[src/hw/rtl/ecal_pkg.sv]
// shared types, widths and month table for the epoch-to-calendar converter
package ecal_pkg;

  localparam int unsigned SECS_W   = 31;
  localparam int unsigned DAYS_W   = 15;
  localparam int unsigned YEAR_W   = 11;
  localparam int unsigned MONTH_W  = 4;
  localparam int unsigned DAY_W    = 5;
  localparam int unsigned HOUR_W   = 5;
  localparam int unsigned MINUTE_W = 6;
  localparam int unsigned SECOND_W = 6;
  localparam int unsigned MP_W     = 4;
  localparam int unsigned DOY_W    = 9;

  // day count split off the raw seconds, first stage output
  typedef struct packed {
    logic              vld;
    logic [DAYS_W-1:0] days;
    logic [SECS_W-1:0] secs;
  } split_t;

  typedef struct packed {
    logic               vld;
    logic [YEAR_W-1:0]  year;
    logic [MONTH_W-1:0] month;
    logic [DAY_W-1:0]   day;
  } date_t;

  typedef struct packed {
    logic                vld;
    logic [HOUR_W-1:0]   hour;
    logic [MINUTE_W-1:0] minute;
    logic [SECOND_W-1:0] second;
  } tod_t;

  // first day of each march-based month within the year, (153*mp+2)/5
  function automatic logic [DOY_W-1:0] month_start(input logic [MP_W-1:0] mp);
    logic [DOY_W-1:0] res;
    case (mp)
      4'd0:    res = 9'd0;
      4'd1:    res = 9'd31;
      4'd2:    res = 9'd61;
      4'd3:    res = 9'd92;
      4'd4:    res = 9'd122;
      4'd5:    res = 9'd153;
      4'd6:    res = 9'd184;
      4'd7:    res = 9'd214;
      4'd8:    res = 9'd245;
      4'd9:    res = 9'd275;
      4'd10:   res = 9'd306;
      4'd11:   res = 9'd337;
      default: res = 9'd0;
    endcase
    return res;
  endfunction

endpackage

[src/hw/rtl/epoch_seconds_to_calendar_top.sv]
// top level: unix seconds to gregorian date and time of day
//
//   channel  | ports                               | handshake
//   ---------+-------------------------------------+----------------------------
//   request  | in_epoch_seconds                    | start high, busy low
//   result   | out_year/month/day/hour/minute/...  | out_valid strobe, one cycle
//
// a request is taken in every cycle; busy stays low
// each result passes one day-split stage, five stages in the parallel date and
// time-of-day pipelines, and one output register
// reset clears the valid bits only, so no result comes out of a flushed pipe
// the receiver cannot stall, so nothing is ever held back
module epoch_seconds_to_calendar_top (
  input  logic                          clk,
  input  logic                          rst_n,
  input  logic                          start,
  output logic                          busy,
  input  logic [ecal_pkg::SECS_W-1:0]   in_epoch_seconds,
  output logic                          out_valid,
  output logic [ecal_pkg::YEAR_W-1:0]   out_year,
  output logic [ecal_pkg::MONTH_W-1:0]  out_month,
  output logic [ecal_pkg::DAY_W-1:0]    out_day,
  output logic [ecal_pkg::HOUR_W-1:0]   out_hour,
  output logic [ecal_pkg::MINUTE_W-1:0] out_minute,
  output logic [ecal_pkg::SECOND_W-1:0] out_second
);

  localparam int unsigned LATENCY = 7;

  ecal_pkg::split_t split_s;
  ecal_pkg::date_t  date_s;
  ecal_pkg::tod_t   tod_s;
  logic             req_acc;

  assign busy    = 1'b0;
  assign req_acc = start && !busy;

  ecal_split u_split (
    .clk     (clk),
    .rst_n   (rst_n),
    .in_vld  (req_acc),
    .in_secs (in_epoch_seconds),
    .split_o (split_s)
  );

  ecal_date u_date (
    .clk     (clk),
    .rst_n   (rst_n),
    .split_i (split_s),
    .date_o  (date_s)
  );

  ecal_tod u_tod (
    .clk     (clk),
    .rst_n   (rst_n),
    .split_i (split_s),
    .tod_o   (tod_s)
  );

  logic                          out_vld_r;
  logic [ecal_pkg::YEAR_W-1:0]   year_r;
  logic [ecal_pkg::MONTH_W-1:0]  month_r;
  logic [ecal_pkg::DAY_W-1:0]    day_r;
  logic [ecal_pkg::HOUR_W-1:0]   hour_r;
  logic [ecal_pkg::MINUTE_W-1:0] minute_r;
  logic [ecal_pkg::SECOND_W-1:0] second_r;

  always_ff @(posedge clk) begin
    if (!rst_n) begin
      out_vld_r <= 1'b0;
    end else begin
      out_vld_r <= date_s.vld;
    end
  end

  always_ff @(posedge clk) begin
    year_r   <= date_s.year;
    month_r  <= date_s.month;
    day_r    <= date_s.day;
    hour_r   <= tod_s.hour;
    minute_r <= tod_s.minute;
    second_r <= tod_s.second;
  end

  assign out_valid  = out_vld_r;
  assign out_year   = year_r;
  assign out_month  = month_r;
  assign out_day    = day_r;
  assign out_hour   = hour_r;
  assign out_minute = minute_r;
  assign out_second = second_r;

  // both halves must stay in step
  a_halves_aligned: assert property (@(posedge clk) disable iff (!rst_n)
    date_s.vld == tod_s.vld)
    else $error("date and time-of-day pipelines out of step");

  a_request_gives_result: assert property (@(posedge clk) disable iff (!rst_n)
    req_acc |-> ##LATENCY out_valid)
    else $error("request produced no result");

  a_result_has_request: assert property (@(posedge clk) disable iff (!rst_n)
    out_valid |-> $past(req_acc, LATENCY))
    else $error("result without a request");

  a_fields_in_range: assert property (@(posedge clk) disable iff (!rst_n)
    out_valid |-> (out_month >= 4'd1 && out_month <= 4'd12 && out_day >= 5'd1 &&
                   out_hour <= 5'd23 && out_minute <= 6'd59 && out_second <= 6'd59 &&
                   out_year >= 11'd1970 && out_year <= 11'd2038))
    else $error("calendar field out of range");

endmodule

[src/hw/rtl/ecal_split.sv]
// first stage: whole days since the epoch by reciprocal multiply
module ecal_split (
  input  logic                        clk,
  input  logic                        rst_n,
  input  logic                        in_vld,
  input  logic [ecal_pkg::SECS_W-1:0] in_secs,
  output ecal_pkg::split_t            split_o
);

  // s / 86400 == (s >> 7) / 675
  localparam int unsigned HI_W   = ecal_pkg::SECS_W - 7;
  localparam int unsigned DAY_K  = 34;
  localparam int unsigned PROD_W = 49;
  localparam logic [24:0] DAY_M  = 25'(((64'd1 << DAY_K) + 64'd674) / 64'd675);

  logic [HI_W-1:0]             secs_hi;
  logic [PROD_W-1:0]           day_prod;
  logic [ecal_pkg::DAYS_W-1:0] days_nxt;
  logic                        vld_r;
  logic [ecal_pkg::DAYS_W-1:0] days_r;
  logic [ecal_pkg::SECS_W-1:0] secs_r;

  assign secs_hi  = in_secs[ecal_pkg::SECS_W-1:7];
  assign day_prod = PROD_W'(secs_hi) * PROD_W'(DAY_M);
  assign days_nxt = day_prod[DAY_K +: ecal_pkg::DAYS_W];

  always_ff @(posedge clk) begin
    if (!rst_n) begin
      vld_r <= 1'b0;
    end else begin
      vld_r <= in_vld;
    end
  end

  always_ff @(posedge clk) begin
    days_r <= days_nxt;
    secs_r <= in_secs;
  end

  assign split_o.vld  = vld_r;
  assign split_o.days = days_r;
  assign split_o.secs = secs_r;

endmodule

[src/hw/rtl/ecal_date.sv]
// date pipeline: day count to year, month and day over five stages
module ecal_date (
  input  logic             clk,
  input  logic             rst_n,
  input  ecal_pkg::split_t split_i,
  output ecal_pkg::date_t  date_o
);

  localparam int unsigned DOE_W   = 18;
  localparam int unsigned YOE_W   = 9;
  localparam int unsigned DOY_W   = ecal_pkg::DOY_W;
  localparam int unsigned MP_W    = ecal_pkg::MP_W;
  // days from 1970-01-01 to 2000-03-01, start of the later era
  localparam logic [DOE_W-1:0] ERA_SPLIT = 18'd11017;
  // day of era of 1970-01-01 in the era from 1600-03-01
  localparam logic [DOE_W-1:0] ERA_OFS   = 18'd135080;
  localparam int unsigned K1460 = 29;
  localparam logic [18:0] M1460 = 19'(((64'd1 << K1460) + 64'd1459) / 64'd1460);
  localparam int unsigned K365  = 27;
  localparam logic [18:0] M365  = 19'(((64'd1 << K365) + 64'd364) / 64'd365);
  localparam int unsigned K153  = 19;
  localparam logic [11:0] M153  = 12'(((64'd1 << K153) + 64'd152) / 64'd153);

  // stage 1: day of era
  logic             d1_vld_r;
  logic [DOE_W-1:0] d1_doe_r;
  logic             d1_era_r;
  logic [DOE_W-1:0] days_ext;
  logic             era_nxt;
  logic [DOE_W-1:0] doe_nxt;

  assign days_ext = DOE_W'(split_i.days);
  assign era_nxt  = (days_ext >= ERA_SPLIT);
  assign doe_nxt  = era_nxt ? (days_ext - ERA_SPLIT) : (days_ext + ERA_OFS);

  // stage 2: leap-corrected day count
  logic             d2_vld_r;
  logic [DOE_W-1:0] d2_t_r;
  logic [DOE_W-1:0] d2_doe_r;
  logic             d2_era_r;
  logic [36:0]      q1460_prod;
  logic [DOE_W-1:0] q1460;
  logic [DOE_W-1:0] c36524;
  logic [DOE_W-1:0] c146096;
  logic [DOE_W-1:0] t_nxt;

  assign q1460_prod = 37'(d1_doe_r) * 37'(M1460);
  assign q1460      = DOE_W'(q1460_prod[36:K1460]);
  assign c36524     = DOE_W'(d1_doe_r >= 18'd36524) + DOE_W'(d1_doe_r >= 18'd73048)
                    + DOE_W'(d1_doe_r >= 18'd109572) + DOE_W'(d1_doe_r >= 18'd146096);
  assign c146096    = DOE_W'(d1_doe_r >= 18'd146096);
  assign t_nxt      = d1_doe_r - q1460 + c36524 - c146096;

  // stage 3: year of era
  logic             d3_vld_r;
  logic [YOE_W-1:0] d3_yoe_r;
  logic [DOE_W-1:0] d3_doe_r;
  logic             d3_era_r;
  logic [36:0]      yoe_prod;
  logic [YOE_W-1:0] yoe_nxt;

  assign yoe_prod = 37'(d2_t_r) * 37'(M365);
  assign yoe_nxt  = yoe_prod[K365 +: YOE_W];

  // stage 4: day of march-based year
  logic             d4_vld_r;
  logic [DOY_W-1:0] d4_doy_r;
  logic [YOE_W-1:0] d4_yoe_r;
  logic             d4_era_r;
  logic [DOE_W-1:0] c100;
  logic [DOE_W-1:0] year_days;
  logic [DOE_W-1:0] doy_full;

  assign c100      = DOE_W'(d3_yoe_r >= 9'd100) + DOE_W'(d3_yoe_r >= 9'd200)
                   + DOE_W'(d3_yoe_r >= 9'd300);
  assign year_days = DOE_W'(DOE_W'(d3_yoe_r) * 18'd365) + DOE_W'(d3_yoe_r >> 2) - c100;
  assign doy_full  = d3_doe_r - year_days;

  // stage 5: march-based month by the 153/5 rule
  logic             d5_vld_r;
  logic [MP_W-1:0]  d5_mp_r;
  logic [DOY_W-1:0] d5_doy_r;
  logic [YOE_W-1:0] d5_yoe_r;
  logic             d5_era_r;
  logic [10:0]      mp_num;
  logic [22:0]      mp_prod;
  logic [MP_W-1:0]  mp_nxt;

  assign mp_num  = 11'(11'(d4_doy_r) * 11'd5) + 11'd2;
  assign mp_prod = 23'(mp_num) * 23'(M153);
  assign mp_nxt  = mp_prod[K153 +: MP_W];

  always_ff @(posedge clk) begin
    if (!rst_n) begin
      d1_vld_r <= 1'b0;
      d2_vld_r <= 1'b0;
      d3_vld_r <= 1'b0;
      d4_vld_r <= 1'b0;
      d5_vld_r <= 1'b0;
    end else begin
      d1_vld_r <= split_i.vld;
      d2_vld_r <= d1_vld_r;
      d3_vld_r <= d2_vld_r;
      d4_vld_r <= d3_vld_r;
      d5_vld_r <= d4_vld_r;
    end
  end

  always_ff @(posedge clk) begin
    d1_doe_r <= doe_nxt;
    d1_era_r <= era_nxt;
    d2_t_r   <= t_nxt;
    d2_doe_r <= d1_doe_r;
    d2_era_r <= d1_era_r;
    d3_yoe_r <= yoe_nxt;
    d3_doe_r <= d2_doe_r;
    d3_era_r <= d2_era_r;
    d4_doy_r <= doy_full[DOY_W-1:0];
    d4_yoe_r <= d3_yoe_r;
    d4_era_r <= d3_era_r;
    d5_mp_r  <= mp_nxt;
    d5_doy_r <= d4_doy_r;
    d5_yoe_r <= d4_yoe_r;
    d5_era_r <= d4_era_r;
  end

  // january and february fall in the next civil year
  logic [ecal_pkg::MONTH_W-1:0] month_c;
  logic [ecal_pkg::YEAR_W-1:0]  era_base;
  logic [DOY_W-1:0]             day_c;

  assign month_c  = (d5_mp_r < 4'd10) ? (d5_mp_r + 4'd3) : (d5_mp_r - 4'd9);
  assign era_base = d5_era_r ? 11'd2000 : 11'd1600;
  assign day_c    = d5_doy_r - ecal_pkg::month_start(d5_mp_r) + 9'd1;

  assign date_o.vld   = d5_vld_r;
  assign date_o.month = month_c;
  assign date_o.day   = day_c[ecal_pkg::DAY_W-1:0];
  assign date_o.year  = era_base + ecal_pkg::YEAR_W'(d5_yoe_r)
                      + ecal_pkg::YEAR_W'(month_c <= 4'd2);

endmodule

[src/hw/rtl/ecal_tod.sv]
// time-of-day pipeline: seconds of day to hour, minute and second over five stages
module ecal_tod (
  input  logic             clk,
  input  logic             rst_n,
  input  ecal_pkg::split_t split_i,
  output ecal_pkg::tod_t   tod_o
);

  localparam int unsigned SOD_W  = 17;
  localparam int unsigned REMH_W = 12;
  localparam int unsigned K3600  = 29;
  localparam logic [17:0] M3600  = 18'(((64'd1 << K3600) + 64'd3599) / 64'd3600);
  localparam int unsigned K60    = 18;
  localparam logic [12:0] M60    = 13'(((64'd1 << K60) + 64'd59) / 64'd60);

  // stage 1: seconds within the day
  logic                        t1_vld_r;
  logic [SOD_W-1:0]            t1_sod_r;
  logic [ecal_pkg::SECS_W-1:0] day_secs;
  logic [ecal_pkg::SECS_W-1:0] sod_full;

  assign day_secs = ecal_pkg::SECS_W'(ecal_pkg::SECS_W'(split_i.days) * 31'd86400);
  assign sod_full = split_i.secs - day_secs;

  // stage 2: hour
  logic                        t2_vld_r;
  logic [ecal_pkg::HOUR_W-1:0] t2_hour_r;
  logic [SOD_W-1:0]            t2_sod_r;
  logic [34:0]                 hour_prod;

  assign hour_prod = 35'(t1_sod_r) * 35'(M3600);

  // stage 3: seconds within the hour
  logic                        t3_vld_r;
  logic [ecal_pkg::HOUR_W-1:0] t3_hour_r;
  logic [REMH_W-1:0]           t3_remh_r;
  logic [SOD_W-1:0]            hour_secs;
  logic [SOD_W-1:0]            remh_full;

  assign hour_secs = SOD_W'(SOD_W'(t2_hour_r) * 17'd3600);
  assign remh_full = t2_sod_r - hour_secs;

  // stage 4: minute
  logic                          t4_vld_r;
  logic [ecal_pkg::HOUR_W-1:0]   t4_hour_r;
  logic [ecal_pkg::MINUTE_W-1:0] t4_min_r;
  logic [REMH_W-1:0]             t4_remh_r;
  logic [24:0]                   min_prod;

  assign min_prod = 25'(t3_remh_r) * 25'(M60);

  // stage 5: second
  logic                          t5_vld_r;
  logic [ecal_pkg::HOUR_W-1:0]   t5_hour_r;
  logic [ecal_pkg::MINUTE_W-1:0] t5_min_r;
  logic [ecal_pkg::SECOND_W-1:0] t5_sec_r;
  logic [REMH_W-1:0]             min_secs;
  logic [REMH_W-1:0]             sec_full;

  assign min_secs = REMH_W'(REMH_W'(t4_min_r) * 12'd60);
  assign sec_full = t4_remh_r - min_secs;

  always_ff @(posedge clk) begin
    if (!rst_n) begin
      t1_vld_r <= 1'b0;
      t2_vld_r <= 1'b0;
      t3_vld_r <= 1'b0;
      t4_vld_r <= 1'b0;
      t5_vld_r <= 1'b0;
    end else begin
      t1_vld_r <= split_i.vld;
      t2_vld_r <= t1_vld_r;
      t3_vld_r <= t2_vld_r;
      t4_vld_r <= t3_vld_r;
      t5_vld_r <= t4_vld_r;
    end
  end

  always_ff @(posedge clk) begin
    t1_sod_r  <= sod_full[SOD_W-1:0];
    t2_hour_r <= hour_prod[K3600 +: ecal_pkg::HOUR_W];
    t2_sod_r  <= t1_sod_r;
    t3_hour_r <= t2_hour_r;
    t3_remh_r <= remh_full[REMH_W-1:0];
    t4_hour_r <= t3_hour_r;
    t4_min_r  <= min_prod[K60 +: ecal_pkg::MINUTE_W];
    t4_remh_r <= t3_remh_r;
    t5_hour_r <= t4_hour_r;
    t5_min_r  <= t4_min_r;
    t5_sec_r  <= sec_full[ecal_pkg::SECOND_W-1:0];
  end

  assign tod_o.vld    = t5_vld_r;
  assign tod_o.hour   = t5_hour_r;
  assign tod_o.minute = t5_min_r;
  assign tod_o.second = t5_sec_r;

endmodule
[config.mk]
export PLATFORM = sky130hd
export DESIGN_NAME = epoch_seconds_to_calendar_top
export DESIGN_NICKNAME = d
export VERILOG_FILES = /design/src/hw/rtl/ecal_pkg.sv /design/src/hw/rtl/epoch_seconds_to_calendar_top.sv /design/src/hw/rtl/ecal_split.sv /design/src/hw/rtl/ecal_date.sv /design/src/hw/rtl/ecal_tod.sv
export SDC_FILE = /design/constraint.sdc
export NUM_CORES = 2
export LEC_CHECK = 0
export ABC_AREA = 1
export BUFFER_PORTS_ARGS = -buffer_cell sky130_fd_sc_hd__buf_2
export CORE_MARGIN = 1.5
export CORE_UTILIZATION = 48
export DETAILED_ROUTE_END_ITERATION = 16
export PLACE_DENSITY = 0.68
export SYNTH_ARGS = -nofsm -noshare
export SYNTH_HDL_FRONTEND = slang
export SYNTH_SLANG_ARGS = --single-unit
[constraint.sdc]
create_clock -name clk -period 18.9 [get_ports clk]
set_input_delay 1.89 -clock clk [delete_from_list [all_inputs] [get_ports clk]]
set_output_delay 1.89 -clock clk [all_outputs]
set_load 0.01 [all_outputs]
==> metrics <==
status finished clean; initial core utilization 48.54%; Util after Layout 51.84%; aggregate routed wire length 93690 um; DP Wirelength 83130 um; post-synth net total 6413; Post-CTS Resized 0; Clock transition at path regs 70 ps; RSZ-0062 raised after global routing false; Die Wd 299.4 um; setup bufs post-CTS 0; clk buf depth 3; Worst path slowest cell dfxtp_1; Vias 30340; initial DRC count 1320; Clock Latency Late Sink 580 ps; final std cells w/o fill 6080; cell area after synthesis 42180 um^2; H-tree level count 1; most used cell along the critical path fa_1; core area 86890 um^2; global-route usage over all layers 21.66%; final period utilization 45.49%; count of input and output buffers 71; skew final 20.81 ps; Antenna Violating Nets Remaining 0; diode count 0; Final Wtd Congestion 0.9166; # rows 108; placed cells 6025; die area 89660 um^2; Tmin final 8598 ps; yosys warns 0; worst hold path class flop to flop; vias in the first global route 31803; TNS Setup 0 ps; share of post-route cells with drive strength above 1 3.452%; Tightest Pin Transition 783.9 ps; kind of start point of the critical path flop; Die H 299.4 um; P&R area growth vs syn 6.799%; post-synthesis cell type count 46; IO Pins 73; Syn Area/Cell 8.790 um^2; Crit Path Class flop to flop; wire per inst 15.41 um; count of pins over their slew limit 0; Initial DRT Pass Iterations 5; Root Buffer clkbuf_16; crit path DAT 9070 ps; WP data required 19370 ps; first-pass GRT wire length 158000 um; initial antenna violation count 0; setup ws final 10300 ps; GRT overflow 0; Rel. slew slack 47.55%; largest net degree at the start of global routing 23; clk sinks 270; CTS tree built; Max Cap Violations 0; Post-Place Setup Slack 10260 ps; Final Hold Fails 0; Max Clk Rate 116.3 MHz; Via-to-Cell Ratio 4.990; crit-path max FO 10; Post-Synthesis Cells 4798; Critical Path End Type flop; Setup-failing EPs final 0; CTS buffer count 30; Yosys reg bits 270; cts hold-fix bufs 0; sequential area share after synthesis 12.82%; Worst path max stage delay 710 ps; fin nets 6517; DRC Markers 0
==> Yosys cell counts (all sizes together) <==
master	n	share of area, %
a211oi	2	0.036
a21boi	10	0.18
a21o	25	0.44
a21oi	221	2.6
a31oi	9	0.13
and2	2	0.030
and3	1	0.015
buf	4	0.074
conb	1	0.0089
dfxtp	270	13
fa	526	25
ha	1055	31
inv	1176	10
nand2	710	6.4
nand3	144	1.7
nand3b	9	0.16
nand4	35	0.53
nor2	227	2.0
nor3	49	0.58
nor3b	2	0.047
nor4	17	0.25
o2111ai	1	0.021
o211ai	7	0.12
o21a	14	0.25
o21ai	117	1.4
o21bai	25	0.44
o311ai	1	0.021
o31ai	5	0.089
or2	6	0.089
xnor2	50	1.0
xor2	77	1.6
==> cells in the final DEF, fill, tap and decap left out, types with 4 or more instances in the layout <==
cell type	Yosys	routed
inv_1	1169	1169
ha_1	1055	1055
nand2_1	696	696
fa_1	526	526
dfxtp_1	270	270
nor2_1	222	222
a21oi_1	220	220
nand3_1	142	142
o21ai_0	106	106
xor2_1	77	77
buf_2	1	71
xnor2_1	50	50
nor3_1	49	49
nand4_1	34	34
clkbuf_16	0	31
a21o_1	25	25
o21bai_1	25	25
nor4_1	17	17
o21a_1	14	14
nand2_2	11	11
a31oi_1	9	9
a21boi_0	9	9
nand3b_1	9	9
o211ai_1	7	7
inv_2	7	7
o21ai_1	6	6
o31ai_1	5	5
nor2_2	5	5
o21ai_2	5	5
buf_4	2	5
or2_2	4	4
clkinvlp_4	0	4
clkbuf_8	0	4
inv_6	0	4
==> through the flow <==
stage          hold WS [ps]  cell area [um^2]
2_1_floorplan         309.6             42180
3_3_place_gp          310.4             43980
3_5_place_dp          312.1             43980
4_1_cts               320.7             45040
5_1_grt               326.7             45040
6_report              320.8             45040
==> final timing paths <==
path | start | endpoint | slack (ps) | cells past startpoint
max | u_date.d1_doe_r[14] | u_date.d2_t_r[13] | 10300 | 32
min | u_date.d2_doe_r[2] | u_date.d3_doe_r[2] | 320 | 0
max reg2reg | u_date.d1_doe_r[14] | u_date.d2_t_r[13] | 10300 | 32
min reg2reg | u_date.d2_doe_r[2] | u_date.d3_doe_r[2] | 320 | 0
==> logic make-up after synthesis <==
logic type                 Yosys count  share of synthesized area, %
AOI/OAI and AO/OA                  437                         5.806
xor gates and xnor gates           127                         2.637
adders and majority gates         1581                         56.26
buffers and inverters             1180                         10.54
DFF                                270                         12.82
other                                1                      0.008891
and+or+nand+nor                   1202                         11.93
==> final cells by class <==
| class | count | area, um^2 |
|---|---|---|
| clock inverter | 19 | 226.5 |
| clock buffer | 36 | 834.6 |
| sequential | 270 | 5405 |
| tap | 1155 | 1445 |
| multi-input combinational | 3348 | 32330 |
| fill | 8067 | 41840 |
| inverter | 1176 | 4414 |
| timing repair buffer | 76 | 392.9 |
==> sequential cells by signal, summed over array words and instances, names as in the netlist, 6 cells and up, named ones only <==
register,flops
u_date.d4_doy_r,9
u_tod.t5_sec_r,6
u_date.d3_yoe_r,9
u_split.secs_r,17
u_date.d2_t_r,18
out_year,11
u_split.days_r,15
u_date.d2_doe_r,9
u_date.d3_doe_r,9
u_tod.t4_remh_r,6
u_tod.t2_sod_r,12
u_tod.t4_min_r,6
out_second,6
u_tod.t1_sod_r,17
out_minute,6
u_date.d1_doe_r,18
u_tod.t5_min_r,6
u_date.d4_yoe_r,9
u_date.d5_yoe_r,9
u_tod.t3_remh_r,12
==> critical path, delay by kind of cell, from the launching register on <==
family	cells	cell delay (ps)
buffers and inverters	7	690
xor gates and xnor gates	1	360
DFF	1	710
and+or+nand+nor	7	620
adders and majority gates	12	5160
AOI/OAI and AO/OA	5	890
==> per-layer routing <==
| metal | vias to the layer above | track usage [%] | part of all wire, % | routed length (um) |
|---|---|---|---|---|
| met3 | 145 | 1.783 | 3.6 | 3409 |
| met1 | 14376 | 28.44 | 46 | 42720 |
| met4 | 0 | 5.483 | 2.6 | 2444 |
| li1 | 15244 | - | - | - |
| met5 | - | 0 | 0 | 0 |
| met2 | 575 | 38.39 | 48 | 45120 |
Power is not shown: default switching activity piles up to over one toggle a cycle in this logic, so the estimate is an artifact.
